--- src/pcf_pkg.sv ---
// shared types and constants for the projector command framer
package pcf_pkg;

    // input mode codes
    localparam logic [1:0] MODE_SET = 2'd0;
    localparam logic [1:0] MODE_GET = 2'd1;
    localparam logic [1:0] MODE_RX  = 2'd2;

    // frame and protocol bytes
    localparam logic [7:0] BYTE_START   = 8'h1B;
    localparam logic [7:0] BYTE_SET_LEN = 8'h07;
    localparam logic [7:0] BYTE_SET_CMD = 8'h01;
    localparam logic [7:0] BYTE_GET_LEN = 8'h06;
    localparam logic [7:0] BYTE_GET_CMD = 8'h02;
    localparam logic [7:0] BYTE_ACK     = 8'h06;

    // reply tracker positions
    localparam logic [3:0] POS_SET_CHECK = 4'd5;
    localparam logic [3:0] POS_GET_CHECK = 4'd7;
    localparam logic [3:0] POS_CAPTURE   = 4'd6;
    localparam logic [3:0] POS_MAX       = 4'd15;

    // final beat index of each frame
    localparam logic [2:0] IDX_SET_LAST = 3'd6;
    localparam logic [2:0] IDX_GET_LAST = 3'd5;

    typedef enum logic [1:0] {
        JOB_SET,
        JOB_GET,
        JOB_REPLY
    } job_kind_t;

    // one classified item between front and back
    typedef struct packed {
        job_kind_t   kind;
        logic [7:0]  type_hi;
        logic [7:0]  type_lo;
        logic [7:0]  value;     // set value, or reported reply value
        logic [7:0]  check;     // frame checksum for commands
        logic        done;
        logic        ok;
    } job_t;

endpackage

--- src/projector_command_framer.sv ---
// top level of the projector command framer
//
//  channel | handshake            | payload
//  --------+----------------------+-------------------------------------------
//  in      | in_valid / in_ready  | mode, setting_type, setting_value, rx_byte
//  out     | out_valid / out_ready| tx_valid, tx_byte, last, reply_done,
//          |                      | reply_ok, reply_value
//
// an input beat is taken every cycle while the job queue has room; mode three
// is dropped. a set command plays out 7 output beats, a get 6, a received
// byte 1, one per cycle from the output register while the output is not
// stalled. the reply tracker sits in the front end and is updated at accept.
// output stalls fill the queue before in_ready drops. reset clears the
// tracker, the queue pointers and the output valid.
module projector_command_framer
    import pcf_pkg::*;
#(
    parameter int QUEUE_DEPTH = 4
)
(
    input  logic        clk,
    input  logic        rst_n,
    input  logic        in_valid,
    output logic        in_ready,
    input  logic [1:0]  mode,
    input  logic [15:0] setting_type,
    input  logic [7:0]  setting_value,
    input  logic [7:0]  rx_byte,
    output logic        out_valid,
    input  logic        out_ready,
    output logic        tx_valid,
    output logic [7:0]  tx_byte,
    output logic        last,
    output logic        reply_done,
    output logic        reply_ok,
    output logic [7:0]  reply_value
);

    logic push, pop, queue_full, queue_empty;
    job_t push_data, pop_data;

    // accept and classify
    pcf_front u_front (
        .clk           (clk),
        .rst_n         (rst_n),
        .in_valid      (in_valid),
        .in_ready      (in_ready),
        .mode          (mode),
        .setting_type  (setting_type),
        .setting_value (setting_value),
        .rx_byte       (rx_byte),
        .queue_full    (queue_full),
        .push          (push),
        .push_data     (push_data)
    );

    // job queue
    pcf_queue #(
        .DEPTH (QUEUE_DEPTH)
    ) u_queue (
        .clk       (clk),
        .rst_n     (rst_n),
        .push      (push),
        .push_data (push_data),
        .full      (queue_full),
        .pop       (pop),
        .pop_data  (pop_data),
        .empty     (queue_empty)
    );

    // byte playout
    pcf_back u_back (
        .clk         (clk),
        .rst_n       (rst_n),
        .queue_empty (queue_empty),
        .job         (pop_data),
        .pop         (pop),
        .out_valid   (out_valid),
        .out_ready   (out_ready),
        .tx_valid    (tx_valid),
        .tx_byte     (tx_byte),
        .last        (last),
        .reply_done  (reply_done),
        .reply_ok    (reply_ok),
        .reply_value (reply_value)
    );

endmodule

--- src/pcf_front.sv ---
// front end: accepts beats, tracks replies and builds jobs for the back end
module pcf_front
    import pcf_pkg::*;
(
    input  logic        clk,
    input  logic        rst_n,
    input  logic        in_valid,
    output logic        in_ready,
    input  logic [1:0]  mode,
    input  logic [15:0] setting_type,
    input  logic [7:0]  setting_value,
    input  logic [7:0]  rx_byte,
    input  logic        queue_full,
    output logic        push,
    output job_t        push_data
);

    logic       awaiting_get_reg, awaiting_get_next;
    logic [3:0] position_reg, position_next;
    logic [7:0] sum_reg, sum_next;
    logic [7:0] captured_reg, captured_next;

    logic       accept;
    logic       is_cmd;
    logic [3:0] pos_base;
    logic [7:0] sum_base;
    logic [7:0] sum_neg;
    logic [3:0] target;
    logic       done;
    logic       ok;
    logic [7:0] cmd_sum;

    assign in_ready = !queue_full;
    assign accept   = in_valid && in_ready;
    assign is_cmd   = (mode == MODE_SET) || (mode == MODE_GET);

    // reply parsing of one received byte
    always_comb
    begin
        pos_base = (rx_byte == BYTE_START) ? '0 : position_reg;
        sum_base = (rx_byte == BYTE_START) ? '0 : sum_reg;
        sum_neg  = 8'd0 - sum_base;
        target   = awaiting_get_reg ? POS_GET_CHECK : POS_SET_CHECK;
        done     = (pos_base == target);
        ok       = done && (rx_byte == sum_neg);
    end

    // frame checksum over the bytes after the start byte
    always_comb
    begin
        if (mode == MODE_SET)
            cmd_sum = BYTE_SET_LEN + BYTE_SET_CMD + setting_type[15:8]
                      + setting_type[7:0] + setting_value;
        else
            cmd_sum = BYTE_GET_LEN + BYTE_GET_CMD + setting_type[15:8]
                      + setting_type[7:0];
    end

    // tracker next state and job build
    always_comb
    begin
        awaiting_get_next = awaiting_get_reg;
        position_next     = position_reg;
        sum_next          = sum_reg;
        captured_next     = captured_reg;
        push              = 1'b0;
        push_data.kind    = JOB_REPLY;
        push_data.type_hi = setting_type[15:8];
        push_data.type_lo = setting_type[7:0];
        push_data.value   = setting_value;
        push_data.check   = 8'd0 - cmd_sum;
        push_data.done    = 1'b0;
        push_data.ok      = 1'b0;
        if (accept && is_cmd)
        begin
            awaiting_get_next = (mode == MODE_GET);
            position_next     = '0;
            sum_next          = '0;
            captured_next     = '0;
            push              = 1'b1;
            push_data.kind    = (mode == MODE_GET) ? JOB_GET : JOB_SET;
        end
        else if (accept && mode == MODE_RX)
        begin
            sum_next = done ? sum_neg : sum_base + rx_byte;
            if (awaiting_get_reg && pos_base == POS_CAPTURE)
                captured_next = rx_byte;
            position_next   = (pos_base < POS_MAX) ? pos_base + 4'd1 : pos_base;
            push            = 1'b1;
            push_data.kind  = JOB_REPLY;
            push_data.done  = done;
            push_data.ok    = ok;
            push_data.value = (done && awaiting_get_reg) ? captured_reg : 8'd0;
        end
    end

    // tracker registers
    always_ff @(posedge clk or negedge rst_n)
    begin
        if (!rst_n)
        begin
            awaiting_get_reg <= 1'b0;
            position_reg     <= '0;
            sum_reg          <= '0;
            captured_reg     <= '0;
        end
        else
        begin
            awaiting_get_reg <= awaiting_get_next;
            position_reg     <= position_next;
            sum_reg          <= sum_next;
            captured_reg     <= captured_next;
        end
    end

endmodule

--- src/pcf_queue.sv ---
// short job queue between front and back end
module pcf_queue
    import pcf_pkg::*;
#(
    parameter int DEPTH = 4
)
(
    input  logic clk,
    input  logic rst_n,
    input  logic push,
    input  job_t push_data,
    output logic full,
    input  logic pop,
    output job_t pop_data,
    output logic empty
);

    localparam int PTR_W = (DEPTH > 1) ? $clog2(DEPTH) : 1;
    localparam int CNT_W = $clog2(DEPTH + 1);
    localparam logic [PTR_W-1:0] PTR_LAST = PTR_W'(DEPTH - 1);
    localparam logic [CNT_W-1:0] CNT_FULL = CNT_W'(DEPTH);

    job_t             slot_reg [DEPTH];
    logic [PTR_W-1:0] wr_ptr_reg, wr_ptr_next;
    logic [PTR_W-1:0] rd_ptr_reg, rd_ptr_next;
    logic [CNT_W-1:0] count_reg, count_next;
    logic             do_push, do_pop;

    assign full     = (count_reg == CNT_FULL);
    assign empty    = (count_reg == '0);
    assign do_push  = push && !full;
    assign do_pop   = pop && !empty;
    assign pop_data = slot_reg[rd_ptr_reg];

    // pointer and count update
    always_comb
    begin
        wr_ptr_next = wr_ptr_reg;
        rd_ptr_next = rd_ptr_reg;
        count_next  = count_reg;
        if (do_push)
            wr_ptr_next = (wr_ptr_reg == PTR_LAST) ? '0 : wr_ptr_reg + 1'b1;
        if (do_pop)
            rd_ptr_next = (rd_ptr_reg == PTR_LAST) ? '0 : rd_ptr_reg + 1'b1;
        if (do_push && !do_pop)
            count_next = count_reg + 1'b1;
        else if (do_pop && !do_push)
            count_next = count_reg - 1'b1;
    end

    always_ff @(posedge clk or negedge rst_n)
    begin
        if (!rst_n)
        begin
            wr_ptr_reg <= '0;
            rd_ptr_reg <= '0;
            count_reg  <= '0;
        end
        else
        begin
            wr_ptr_reg <= wr_ptr_next;
            rd_ptr_reg <= rd_ptr_next;
            count_reg  <= count_next;
        end
    end

    // job storage
    always_ff @(posedge clk)
    begin
        if (do_push)
            slot_reg[wr_ptr_reg] <= push_data;
    end

endmodule

--- src/pcf_back.sv ---
// back end: plays out frame bytes and reply results into the output register
module pcf_back
    import pcf_pkg::*;
(
    input  logic       clk,
    input  logic       rst_n,
    input  logic       queue_empty,
    input  job_t       job,
    output logic       pop,
    output logic       out_valid,
    input  logic       out_ready,
    output logic       tx_valid,
    output logic [7:0] tx_byte,
    output logic       last,
    output logic       reply_done,
    output logic       reply_ok,
    output logic [7:0] reply_value
);

    logic [2:0] idx_reg, idx_next;
    logic       out_valid_reg, out_valid_next;
    logic       tx_valid_reg, tx_valid_next;
    logic [7:0] tx_byte_reg, tx_byte_next;
    logic       last_reg, last_next;
    logic       done_reg, done_next;
    logic       ok_reg, ok_next;
    logic [7:0] value_reg, value_next;

    logic       load;
    logic       final_beat;
    logic [7:0] frame_byte;

    assign load = !queue_empty && (!out_valid_reg || out_ready);

    // frame byte select and end of job
    always_comb
    begin
        case (job.kind)
            JOB_SET:   final_beat = (idx_reg == IDX_SET_LAST);
            JOB_GET:   final_beat = (idx_reg == IDX_GET_LAST);
            default:   final_beat = 1'b1;
        endcase
        case (idx_reg)
            3'd0:    frame_byte = BYTE_START;
            3'd1:    frame_byte = (job.kind == JOB_GET) ? BYTE_GET_LEN : BYTE_SET_LEN;
            3'd2:    frame_byte = (job.kind == JOB_GET) ? BYTE_GET_CMD : BYTE_SET_CMD;
            3'd3:    frame_byte = job.type_hi;
            3'd4:    frame_byte = job.type_lo;
            3'd5:    frame_byte = (job.kind == JOB_GET) ? job.check : job.value;
            default: frame_byte = job.check;
        endcase
    end

    assign pop = load && final_beat;

    // output register load
    always_comb
    begin
        idx_next       = idx_reg;
        out_valid_next = out_valid_reg;
        tx_valid_next  = tx_valid_reg;
        tx_byte_next   = tx_byte_reg;
        last_next      = last_reg;
        done_next      = done_reg;
        ok_next        = ok_reg;
        value_next     = value_reg;
        if (out_ready)
            out_valid_next = 1'b0;
        if (load)
        begin
            out_valid_next = 1'b1;
            idx_next       = final_beat ? '0 : idx_reg + 3'd1;
            last_next      = final_beat;
            if (job.kind == JOB_REPLY)
            begin
                tx_valid_next = job.ok;
                tx_byte_next  = job.ok ? BYTE_ACK : 8'd0;
                done_next     = job.done;
                ok_next       = job.ok;
                value_next    = job.value;
            end
            else
            begin
                tx_valid_next = 1'b1;
                tx_byte_next  = frame_byte;
                done_next     = 1'b0;
                ok_next       = 1'b0;
                value_next    = 8'd0;
            end
        end
    end

    // control registers
    always_ff @(posedge clk or negedge rst_n)
    begin
        if (!rst_n)
        begin
            idx_reg       <= '0;
            out_valid_reg <= 1'b0;
        end
        else
        begin
            idx_reg       <= idx_next;
            out_valid_reg <= out_valid_next;
        end
    end

    // result payload registers
    always_ff @(posedge clk)
    begin
        tx_valid_reg <= tx_valid_next;
        tx_byte_reg  <= tx_byte_next;
        last_reg     <= last_next;
        done_reg     <= done_next;
        ok_reg       <= ok_next;
        value_reg    <= value_next;
    end

    assign out_valid   = out_valid_reg;
    assign tx_valid    = tx_valid_reg;
    assign tx_byte     = tx_byte_reg;
    assign last        = last_reg;
    assign reply_done  = done_reg;
    assign reply_ok    = ok_reg;
    assign reply_value = value_reg;

endmodule

--- config.mk ---
export PLATFORM = sky130hd
export DESIGN_NAME = projector_command_framer
export DESIGN_NICKNAME = d
export VERILOG_FILES = /design/src/pcf_pkg.sv /design/src/projector_command_framer.sv /design/src/pcf_front.sv /design/src/pcf_queue.sv /design/src/pcf_back.sv
export SDC_FILE = /design/constraint.sdc
export NUM_CORES = 1
export LEC_CHECK = 0
export ABC_AREA = 1
export BUFFER_PORTS_ARGS = -buffer_cell sky130_fd_sc_hd__buf_2
export CORE_ASPECT_RATIO = 0.75
export CORE_MARGIN = 5
export CORE_UTILIZATION = 50
export CTS_CLUSTER_SIZE = 28
export DETAILED_ROUTE_END_ITERATION = 6
export PLACE_DENSITY = 0.77
export SYNTH_ARGS = -nofsm -noshare
export SYNTH_HDL_FRONTEND = slang
export SYNTH_SLANG_ARGS = --single-unit
--- constraint.sdc ---
create_clock -name clk -period 4.2 [get_ports clk]
set_input_delay 0 -clock clk [delete_from_list [all_inputs] [get_ports clk]]
set_output_delay 0 -clock clk [all_outputs]
set_load 0.01 [all_outputs]
==> results of run 1 <==
## routing by layer
layer / wire length (um) / vias to the layer above / share of wire / track usage
met5: 20 / - / 0.00086 / 0
met4: 404 / 2 / 0.017 / 0.0685
li1: - / 3516 / - / -
met1: 9920 / 3519 / 0.42 / 0.290
met2: 10600 / 368 / 0.45 / 0.338
met3: 2450 / 44 / 0.10 / 0.0626
## logic make-up after synthesis
group           share of synthesized area
simple gates                        0.165
flops                               0.586
buf+inv                            0.0568
compound gates                      0.116
xor+xnor                           0.0143
fa+ha+maj                          0.0620
## final timing paths
kind | from | endpoint | slack, ps | depth (start not counted)
hold reg to reg | u_front.captured_reg[7] | u_front.captured_reg[7] | 540 | 2
max in group asynchronous | rst_n | u_queue.rd_ptr_reg[0] | 3440 | 2
min in group asynchronous | rst_n | u_back.idx_reg[0] | 180 | 2
setup reg to reg | u_queue.count_reg[0] | u_queue.slot_reg[1][27] | 1270 | 7
hold / removal | mode[0] | u_queue.slot_reg[0][34] | 40 | 3
setup / recovery | setting_type[1] | u_queue.slot_reg[1][9] | 740 | 19
## stage by stage
step,util,power (mW),setup WS [ps]
2_1_floorplan,-,4.70,1000
3_5_place_dp,0.539,5.53,1040
6_report,0.587,7.28,737
3_3_place_gp,0.539,5.44,1170
4_1_cts,0.587,7.27,897
5_1_grt,0.587,7.75,615
## tightest hold or removal path, cell delays in order
cell,delay [ps]
buf_2,120
inv_1,70
nor2_1,100
## cell type report
cell class                      instances  share of cell area
Timing Repair Buffer                  101              0.0630
Sequential cell                       196               0.506
Multi-Input combinational cell        622               0.312
Antenna cell                            1            0.000221
Inverter                              107              0.0355
Clock buffer                           20              0.0404
Tap cell                              253              0.0280
Clock inverter                         12              0.0148
## Yosys cell counts (2+ instances only)
cell type | number | share of area
nand2_4 | 2 | 0.0023
fa_1 | 4 | 0.0082
xnor2_1 | 5 | 0.0045
o21ai_0 | 78 | 0.040
buf_2 | 15 | 0.0077
nor2_2 | 3 | 0.0019
o21a_1 | 2 | 0.0015
o31ai_1 | 6 | 0.0046
buf_4 | 2 | 0.0015
inv_2 | 13 | 0.0050
a32oi_1 | 2 | 0.0018
nor2_4 | 2 | 0.0023
nand2_1 | 169 | 0.065
nand2_2 | 6 | 0.0038
dfrtp_1 | 32 | 0.082
inv_1 | 93 | 0.036
clkbuf_1 | 10 | 0.0038
o22a_1 | 3 | 0.0027
a22oi_1 | 2 | 0.0015
nand4_1 | 12 | 0.0077
nand3_1 | 63 | 0.032
edfxtp_1 | 164 | 0.50
buf_6 | 2 | 0.0023
a31oi_1 | 4 | 0.0026
o21ai_1 | 7 | 0.0036
ha_1 | 42 | 0.054
xor2_1 | 11 | 0.0099
nand3_2 | 4 | 0.0041
nor3_1 | 3 | 0.0015
a32o_1 | 3 | 0.0031
nor2_1 | 99 | 0.038
a21oi_1 | 37 | 0.019
o211ai_1 | 7 | 0.0054
o22ai_1 | 25 | 0.016
a22o_1 | 2 | 0.0018
o32ai_1 | 2 | 0.0018
## layout by cell type (no fill, tap or decap), types with 4 or more instances in the layout
cell type	instances
a21oi_1	37
o22ai_1	25
nand2_2	6
nand3_2	4
dfrtp_1	31
xor2_1	11
inv_1	93
nand4_1	12
o21ai_1	7
nand2_1	169
o211ai_1	7
fa_1	4
xnor2_1	5
buf_2	59
nand3_1	63
buf_4	9
o21ai_0	78
nor2_4	6
inv_2	13
edfxtp_1	164
o31ai_1	6
ha_1	42
nor2_1	95
dlygate4sd3_1	31
clkbuf_16	17
## what timing repair did
| item | 4_1_cts | 5_1_grt |
|---|---|---|
| hold endpoints to repair | 118 | 0 |
| hold buffers | 31 | 0 |
| endpoints found under the setup margin | 0 | 0 |
## power by group through the flow
stage	Sequential [mW]	Combinational [mW]	Clock, mW
after floorplan	2.84	1.86	0
after global placement	2.82	2.61	0
after detailed placement	2.84	2.70	0
after CTS	2.80	2.75	1.72
after global routing	2.84	3.10	1.82
final	2.80	2.77	1.71
==> metrics.md, run 1 <==
| Metric | Value |
|---|---|
| Period utilisation layout | `0.824` |
| Fin area | `11300 um^2` |
| Slew Viols, Final | `0` |
| CTS tree | `yes` |
| DRC | `0` |
| Leakage | `4.68 nW` |
| Sink Count | `196` |
| Hold Slack | `44.1 ps` |
| Setup Fix Bufs, Post-CTS | `0` |
| Worst IR Drop VDD | `350 uV` |
| Layout filler cell count | `1557` |
| Pint | `4.48 mW` |
| Count of flip-flops with a built-in enable after synthesis | `164` |
| Clk Latency, worst-skew pair | `440 ps` |
| Cells after DPL | `1248` |
| Area of the multi-input gates | `3530 um^2` |
| Worst path cell trace | `dlygate4sd3_1 -> buf_2 -> ha_1 -> ha_1 -> fa_1 -> nand3_1 -> nand2_1 -> xor2_1 -> inv_1 -> ha_1 -> nand2_1 -> inv_1 -> a21boi_0 -> nand2_1 -> nand2_1 -> nand3_1 -> xnor2_1 -> nand2_1 -> nand2_1` |
| Root Buffer | `clkbuf_16` |
| Crit path required time | `4370 ps` |
| Via count | `7449` |
| Yosys cell types | `55` |
| Storage element area | `5730 um^2` |
| Gpl congestion | `0.961` |
| Crit end category | `flop` |
| Max Fclk | `289 MHz` |
| Detail Placement HPWL | `15.9 mm` |
| CP Class | `in2reg` |
| Die Span Y | `131 um` |
| Ys async rst share | `0.163` |
| Period minus WS final | `3460 ps` |
| Final ANT Viol Nets | `0` |
| Crit-path max FO | `5` |
| Initial Util | `0.507` |
| Die W | `171 um` |
| Placement Cell Area | `10400 um^2` |
| Detailed Route WL | `23.4 mm` |
| Wire length per cell | `17.8 um` |
| Slowest stage cell, crit path | `dlygate4sd3_1` |
| Area grow syn2layout | `15.8%` |
| Final TNS setup | `0 ps` |
| GRT Overall Usage | `0.215` |
| Syn_nets | `1039` |
| Ratio of cells with drive above 1 in the final layout | `0.137` |
| Non-filler cells, final | `1312` |
| DR vias/cell | `5.68` |
| Nets | `1129` |
| Worst Skew | `12.5 ps` |
| Setup Viol. Count Final | `0` |
| Synthesized area | `9770 um^2` |
| IO Pins | `60` |
| First-pass GRT wire length | `37.1 mm` |
| Row cnt | `44` |
| Post-cts resize count | `0` |
| Slew @ Worst Pin | `831 ps` |
| RSZ-0062 raised after global routing | `no` |
| Total power divided by cell area | `643 nW/um^2` |
| Max reg flops | `144` |
| DIE AREA | `22500 um^2` |
| H-tree depth | `4` |
| Core ar. | `19300 um^2` |
| DR iter-0 viols | `880` |
| Clock power frac | `0.234` |
| Crit path max-delay family | `adder cells` |
| Vias in the first global route | `7097` |
| Max_slew headroom | `0.446` |
| Clock transition at path regs | `70 ps` |
| Status | `completed` |
| Grt ovf | `0` |
| Worst setup SP type | `primary input` |
| IO Port Bufs | `59` |
| CTS max path bufs | `2` |
| Hold Vio Cnt, Final | `0` |
| Count of state elements after synthesis | `196` |
| Critical path data arrival time | `3630 ps` |
| Mapped Cells | `955` |
| Psw | `2.80 mW` |
| Largest net degree at the start of global routing | `64` |
| Sw Ratio | `0.385` |
| Initial antenna violation count | `1` |
| Comb power frac | `0.381` |
| Hold WC Path Type | `in2reg` |
| Top_reg_cell synth | `edfxtp_1` |
| Buf+Inv Stages, Crit Path | `4` |
| Max stage delay on crit path | `540 ps` |
| Cell repeated most along the worst path | `nand2_1` |
| Total CTS buffers | `17` |
| Seq/Total Area, Yosys | `0.586` |
| Synth warnings | `0` |
| Sequential share of power | `0.385` |
| Mean Syn Cell Area | `10.2 um^2` |
| Max-Cap Viols | `0` |
| First drt pass iteration count | `5` |
Power figures use the tool's default switching activity.
==> run 2, diff against run 1 <==
--- a/config.mk
+++ b/config.mk
@@ -5,14 +5,14 @@
 export SDC_FILE = /design/constraint.sdc
 export NUM_CORES = 1
 export LEC_CHECK = 0
-export ABC_AREA = 1
+export ABC_AREA = 0
 export BUFFER_PORTS_ARGS = -buffer_cell sky130_fd_sc_hd__buf_2
 export CORE_ASPECT_RATIO = 0.75
 export CORE_MARGIN = 5
 export CORE_UTILIZATION = 50
 export CTS_CLUSTER_SIZE = 28
 export DETAILED_ROUTE_END_ITERATION = 6
-export PLACE_DENSITY = 0.77
+export PLACE_DENSITY = 0.79
 export SYNTH_ARGS = -nofsm -noshare
 export SYNTH_HDL_FRONTEND = slang
 export SYNTH_SLANG_ARGS = --single-unit
==> constraint.sdc (replaced) <==
create_clock -name clk -period 3 [get_ports clk]
set_input_delay 0 -clock clk [delete_from_list [all_inputs] [get_ports clk]]
set_output_delay 0 -clock clk [all_outputs]
set_load 0.01 [all_outputs]
==> run 2 against run 1 <==
- via count shrank 19%
- combinational power grew 34%
- power grew 35%
- cell area shrank 2.1%
- clock skew shrank 2.9 ps
- non-clock buffer count grew 25
- critical endpoint unchanged
- highest routed layer unchanged
==> metrics.md, run 2 <==
| Metric | Value |
|---|---|
| Total power | `9.79 mW` |
| Die Span Y | `129 um` |
| Mux cell area share after synthesis | `0.106` |
| Largest net degree at the start of global routing | `37` |
| Grt ovf | `0` |
| Count of state elements after synthesis | `196` |
| H-tree depth | `4` |
| Synth warnings | `0` |
| Mean Syn Cell Area | `14.4 um^2` |
| Synth Area in Simple Gates | `0.0873` |
| Placement Cell Area | `10200 um^2` |
| GRT Overall Usage | `0.207` |
| Clk Latency, worst-skew pair | `430 ps` |
| Sw Ratio | `0.339` |
| Detail Placement HPWL | `14.9 mm` |
| Max stage delay on crit path | `550 ps` |
| CP Class | `in2reg` |
| Crit path required time | `3170 ps` |
| CTS tree | `yes` |
| Layout filler cell count | `1393` |
| DR iter-0 viols | `465` |
| IO Port Bufs | `59` |
| Largest family of logic cells by synthesized area | `multiplexers` |
| Mapped Cells | `652` |
| Vias in the first global route | `6073` |
| CTS max path bufs | `2` |
| R2R cell count | `8` |
| Gpl congestion | `0.892` |
| Ratio of cells with drive above 1 in the final layout | `0.224` |
| First drt pass iteration count | `6` |
| Fin area | `11100 um^2` |
| IO Pins | `60` |
| Total CTS buffers | `17` |
| Worst setup SP type | `primary input` |
| Area share of the largest cell type after synthesis | `0.524` |
| Storage element area | `5730 um^2` |
| Worst Skew | `9.67 ps` |
| Max_slew headroom | `0.376` |
| Synth Area in Adders | `0.0644` |
| First-pass GRT wire length | `33.9 mm` |
| Top_reg_cell synth | `edfxtp_1` |
| Period minus WS final | `2830 ps` |
| Max Fclk | `354 MHz` |
| Cells after DPL | `974` |
| Sequential share of power | `0.400` |
| Reg2reg setup slack | `200 ps` |
| Detailed Route WL | `21.4 mm` |
| Root Buffer | `clkbuf_16` |
| Critical path data arrival time | `2990 ps` |
| Initial antenna violation count | `1` |
| Count leader, synth | `edfxtp_1` |
| # diodes | `0` |
| Area leader, netlist | `edfxtp_1` |
| Commonest cells after routing, fill and taps aside | `edfxtp_1 (164), buf_2 (59), nand2_1 (56), ha_1 (41), buf_4 (39)` |
| Period utilisation layout | `0.943` |
| Cell repeated most along the worst path | `ha_1` |
| Count of flip-flops with a built-in enable after synthesis | `164` |
| Max reg flops | `144` |
| Worst path cell trace | `dlygate4sd3_1 -> buf_2 -> ha_1 -> ha_2 -> o21a_1 -> nor2_1 -> xnor2_1 -> ha_1 -> nand3b_1 -> a2bb2oi_1 -> a31oi_1 -> nor3_2 -> nand4_1 -> xnor2_2` |
| Worst slack at placement | `-266 ps` |
| Slew @ Worst Pin | `932 ps` |
| Area of the multi-input gates | `3500 um^2` |
| Nets | `858` |
| Area grow syn2layout | `17.8%` |
| Hold path startpoint | `mode[0]` |
| Wire length per cell | `20.7 um` |
| Final Util | `0.599` |
| Crit path max-delay family | `adder cells` |
| DR vias/cell | `5.84` |
| Setup WS post-layout | `171 ps` |
| Via count | `6034` |
| Crit end category | `flop` |
| Worst Hold Path EP | `u_queue.slot_reg[1][34]` |
| Psw | `3.32 mW` |
| Row cnt | `43` |
| DIE AREA | `21700 um^2` |
| Core ar. | `18500 um^2` |
| Hold WC Path Type | `in2reg` |
| Buf+Inv Stages, Crit Path | `2` |
| Synthesized area | `9400 um^2` |
| Non-filler cells, final | `1034` |
| Max-Cap Viols | `0` |
| Synth area leaders | `edfxtp_1 (52%), dfrtp_1 (8.5%), mux4_2 (7.4%)` |
| Comb power frac | `0.378` |
| Leakage | `4.22 nW` |
| Syn_nets | `736` |
| Hold Path Depth | `3` |
| Post-synthesis compound-gate area fraction | `0.0745` |
| Xor/xnor share of the synthesized area | `0.0363` |
| Sink Count | `196` |
| Ys async rst share | `0.163` |
| Reg2reg end | `u_queue.count_reg[1]` |
| Commonest non-fill, non-tap cell in the layout | `edfxtp_1` |
| Slew Viols, Final | `0` |
| Die W | `168 um` |
| Hold Vio Cnt, Final | `0` |
| Total power divided by cell area | `884 nW/um^2` |
| DRC | `0` |
| Crit-path max FO | `5` |
| Clock power frac | `0.223` |
| Top cells by count, synth | `edfxtp_1 (164), nand2_1 (56), ha_1 (42), dfrtp_1 (32)` |
| Slowest stage cell, crit path | `dlygate4sd3_1` |
| Worst IR Drop VDD | `400 uV` |
| Final ANT Viol Nets | `0` |
| RR Startpoint | `u_queue.rd_ptr_reg[0]` |
| Clock transition at path regs | `70 ps` |
| Seq/Total Area, Yosys | `0.609` |
| Status | `completed` |
| RSZ-0062 raised after global routing | `no` |
| Pint | `6.48 mW` |
| Setup Viol. Count Final | `0` |
| Initial Util | `0.508` |
| Yosys cell types | `56` |
-- run 2: routing by layer --
| layer | vias to the layer above | routed length (um) | GRT usage |
|---|---|---|---|
| li1 | 2737 | - | - |
| met1 | 3028 | 9250 | 0.281 |
| met2 | 237 | 10100 | 0.326 |
| met3 | 30 | 1700 | 0.0602 |
| met4 | 2 | 327 | 0.0663 |
| met5 | - | 7 | 0 |
-- run 2: timing repair --
item                                   in CTS  in global routing
setup buffers                               0                  0
hold buffers                               28                  0
setup endpoints to repair                   0                 10
endpoints found under the hold margin     107                  0
gates resized for setup                     0                  8
-- run 2: worst max-delay path by stage --
stage                                     start                endpoint  slack [ps]  depth (start not counted)
after global placement          setting_type[1]  u_queue.slot_reg[0][9]         -20                         14
after global routing      u_queue.rd_ptr_reg[0]    u_queue.count_reg[1]          20                          8
after detailed placement        setting_type[1]  u_queue.slot_reg[2][9]        -270                         14
final                           setting_type[5]  u_queue.slot_reg[1][9]         170                         14
after CTS                            rx_byte[6]      u_front.sum_reg[7]          20                         15
after floorplan                      rx_byte[5]      u_front.sum_reg[7]         170                         13
-- run 2: logic make-up (layout without fill, tap and decap cells) --
kind of cell,count (synthesis),in the layout
flip-flops,196,196
AND/OR/NAND/NOR,164,164
AO/OA/AOI/OAI,104,104
multiplexers,52,52
buffers and inverters,51,186
adder cells (fa/ha/maj),46,46
XOR/XNOR,39,39
-- run 2: worst register-to-register path, cell delays in order, from the launching register on --
cell      delay, ps
dfrtp_2         510
mux4_2          600
mux2i_1         150
o21bai_2        240
nand2_1         180
ha_1            270
inv_1            70
fa_1            410
mux2_2          270
-- run 2: cell type report --
class,instances,share of cell area
clock buffers,19,0.0400
inverters,28,0.00949
well taps,247,0.0279
clock inverters,13,0.0111
flip-flops and latches,196,0.517
multi-input cells,405,0.316
repair buffers,126,0.0784
-- run 2: power groups by stage --
stage | registers, mW | clock network (mW) | logic [mW]
3_5_place_dp | 3.97 | 0 | 3.61
5_1_grt | 3.97 | 2.34 | 4.05
6_report | 3.91 | 2.18 | 3.70
3_3_place_gp | 3.92 | 0 | 3.50
2_1_floorplan | 3.96 | 0 | 2.48
4_1_cts | 3.92 | 2.20 | 3.67
-- run 2: through the flow --
step           hold WS [ps]  setup TNS (ps)
6_report               45.5               0
5_1_grt                46.5               0
4_1_cts                29.6               0
3_5_place_dp            131           -3070
3_3_place_gp            109           -99.6
2_1_floorplan          -296               0
==> run 3, diff against run 2 <==
--- a/config.mk
+++ b/config.mk
@@ -6,13 +6,14 @@
 export NUM_CORES = 1
 export LEC_CHECK = 0
 export ABC_AREA = 0
-export BUFFER_PORTS_ARGS = -buffer_cell sky130_fd_sc_hd__buf_2
+export CAP_MARGIN = 20
 export CORE_ASPECT_RATIO = 0.75
 export CORE_MARGIN = 5
 export CORE_UTILIZATION = 50
 export CTS_CLUSTER_SIZE = 28
 export DETAILED_ROUTE_END_ITERATION = 6
-export PLACE_DENSITY = 0.79
+export DONT_BUFFER_PORTS = 1
+export PLACE_DENSITY = 0.77
 export SYNTH_ARGS = -nofsm -noshare
 export SYNTH_HDL_FRONTEND = slang
 export SYNTH_SLANG_ARGS = --single-unit
==> constraint.sdc (replaced) <==
create_clock -name clk -period 3 [get_ports clk]
set_input_delay 0.45 -clock clk [delete_from_list [all_inputs] [get_ports clk]]
set_output_delay 0.45 -clock clk [all_outputs]
set_load 0.01 [all_outputs]
==> run 3 against run 2 <==
- non-clock buffer count shrank 88
- global-route usage shrank 0.68 points
- power shrank 1.7%
- fmax shrank 3.2%
- via count shrank 6.5%
- register-to-register slack gained 30 ps
- cell count shrank 8.5%
- combinational power shrank 5.4%
- utilization shrank 2.6 points
- sequential power grew 3%
- clock-buffer cell count grew 5
- largest cell class unchanged
- highest routed layer is now met4
==> metrics.md, run 3 (synthesized netlist as in run 2, its figures left out) <==
| Metric | Value |
|---|---|
| Die W | `168 um` |
| Vias in the first global route | `5667` |
| Period minus WS final | `2920 ps` |
| GRT Overall Usage | `0.200` |
| Detail Placement HPWL | `14.6 mm` |
| Commonest non-fill, non-tap cell in the layout | `edfxtp_1` |
| Hold Vio Cnt, Final | `0` |
| Grt ovf | `0` |
| Crit path required time | `3160 ps` |
| CTS max path bufs | `2` |
| Final Util | `0.573` |
| Crit end category | `flop` |
| First-pass GRT wire length | `32.9 mm` |
| Reg2reg end | `u_queue.count_reg[1]` |
| IO Pins | `60` |
| Sw Ratio | `0.338` |
| Psw | `3.26 mW` |
| Worst Hold Path EP | `u_queue.slot_reg[3][29]` |
| R2R cell count | `8` |
| Max reg flops | `144` |
| Initial antenna violation count | `0` |
| Clock power frac | `0.219` |
| Worst Skew | `9.19 ps` |
| # diodes | `0` |
| Fin area | `10600 um^2` |
| DR iter-0 viols | `637` |
| Slowest stage cell, crit path | `fa_2` |
| Worst setup SP type | `primary input` |
| First drt pass iteration count | `5` |
| Area grow syn2layout | `12.7%` |
| RR Startpoint | `u_queue.rd_ptr_reg[0]` |
| CTS tree | `yes` |
| Initial Util | `0.508` |
| Setup Viol. Count Final | `0` |
| Period utilisation layout | `0.974` |
| Sink Count | `196` |
| Max stage delay on crit path | `370 ps` |
| Nets | `770` |
| Clk Latency, worst-skew pair | `430 ps` |
| Root Buffer | `clkbuf_16` |
| Leakage | `3.86 nW` |
| Final TNS setup | `0 ps` |
| H-tree depth | `4` |
| Total CTS buffers | `17` |
| Hold path startpoint | `setting_type[11]` |
| Crit-path max FO | `5` |
| Worst path cell trace | `ha_1 -> ha_4 -> fa_2 -> xor2_1 -> ha_1 -> nand3_1 -> o211ai_1 -> nor2_1 -> xnor2_1 -> mux2i_1 -> nand4_1 -> xnor2_2` |
| Reg2reg setup slack | `230 ps` |
| Max-Cap Viols | `0` |
| Core ar. | `18500 um^2` |
| Largest net degree at the start of global routing | `37` |
| Commonest cells after routing, fill and taps aside | `edfxtp_1 (164), nand2_1 (55), buf_4 (36), ha_1 (35)` |
| Crit path max-delay family | `adder cells` |
| Slew Viols, Final | `0` |
| Buf+Inv Stages, Crit Path | `0` |
| DIE AREA | `21700 um^2` |
| Pint | `6.37 mW` |
| Slew @ Worst Pin | `909 ps` |
| DR vias/cell | `5.96` |
| Non-filler cells, final | `946` |
| Sequential share of power | `0.418` |
| Hold Slack | `114 ps` |
| Comb power frac | `0.363` |
| Max Fclk | `342 MHz` |
| Die Span Y | `129 um` |
| Via count | `5642` |
| Cell repeated most along the worst path | `ha_1` |
| Critical path data arrival time | `3090 ps` |
| Final ANT Viol Nets | `0` |
| Total power divided by cell area | `908 nW/um^2` |
| IO Port Bufs | `0` |
| Gpl congestion | `0.889` |
| RSZ-0062 raised after global routing | `no` |
| Wire length per cell | `21.8 um` |
| Max_slew headroom | `0.389` |
| Hold WC Path Type | `in2reg` |
| Row cnt | `43` |
| Clock transition at path regs | `70 ps` |
| Detailed Route WL | `20.7 mm` |
| Cells after DPL | `912` |
| CP Class | `in2reg` |
| Status | `completed` |
| Placement Cell Area | `10000 um^2` |
| Hold Path Depth | `0` |
| Worst IR Drop VDD | `452 uV` |
| Ratio of cells with drive above 1 in the final layout | `0.179` |
| DRC | `0` |
[run 3: power by group through the flow]
stage	logic (mW)	clock network (mW)	registers, mW
6_report	3.50	2.11	4.02
5_1_grt	3.84	2.28	4.08
4_1_cts	3.46	2.15	4.02
3_5_place_dp	3.43	0	4.07
3_3_place_gp	3.32	0	4.03
2_1_floorplan	2.52	0	3.96
[run 3: layout make-up]
type | count | area [um^2]
clock buffer | 24 | 462
inverter | 28 | 105
multi-input combinational | 405 | 3610
tap | 247 | 309
timing repair buffer | 38 | 300
fill | 1434 | 7910
sequential | 196 | 5730
clock inverter | 8 | 80.1
[run 3: timing repair]
item,CTS,global route
hold buffers,2,0
resized for setup,0,3
setup endpoints to repair,0,6
endpoints found under the hold margin,32,0
buffers inserted,0,0
[run 3: routing by layer]
layer  share of wire  GRT usage  vias to the layer above
met4           0.019     0.0625                        0
met2            0.44      0.289                      239
li1                -          -                     2551
met5               0          0                        -
met3            0.10     0.0799                       36
met1            0.44      0.281                     2816
[run 3: worst max-delay path by stage]
stage,cells past startpoint,end,slack (ps),from
after global routing,14,u_queue.slot_reg[2][9],10,setting_type[0]
after global placement,12,u_queue.slot_reg[0][9],-120,setting_type[0]
final,12,u_queue.slot_reg[1][9],80,setting_type[0]
after floorplan,15,u_queue.slot_reg[0][9],1,setting_type[3]
after CTS,12,u_queue.slot_reg[1][9],130,setting_type[0]
after detailed placement,12,u_queue.slot_reg[1][9],-290,setting_type[0]
[run 3: stage by stage]
step	setup slack, ps	power, mW
2_1_floorplan	1.47	6.48
3_5_place_dp	-290	7.50
4_1_cts	129	9.63
3_3_place_gp	-119	7.35
5_1_grt	14.3	10.2
6_report	77.6	9.62
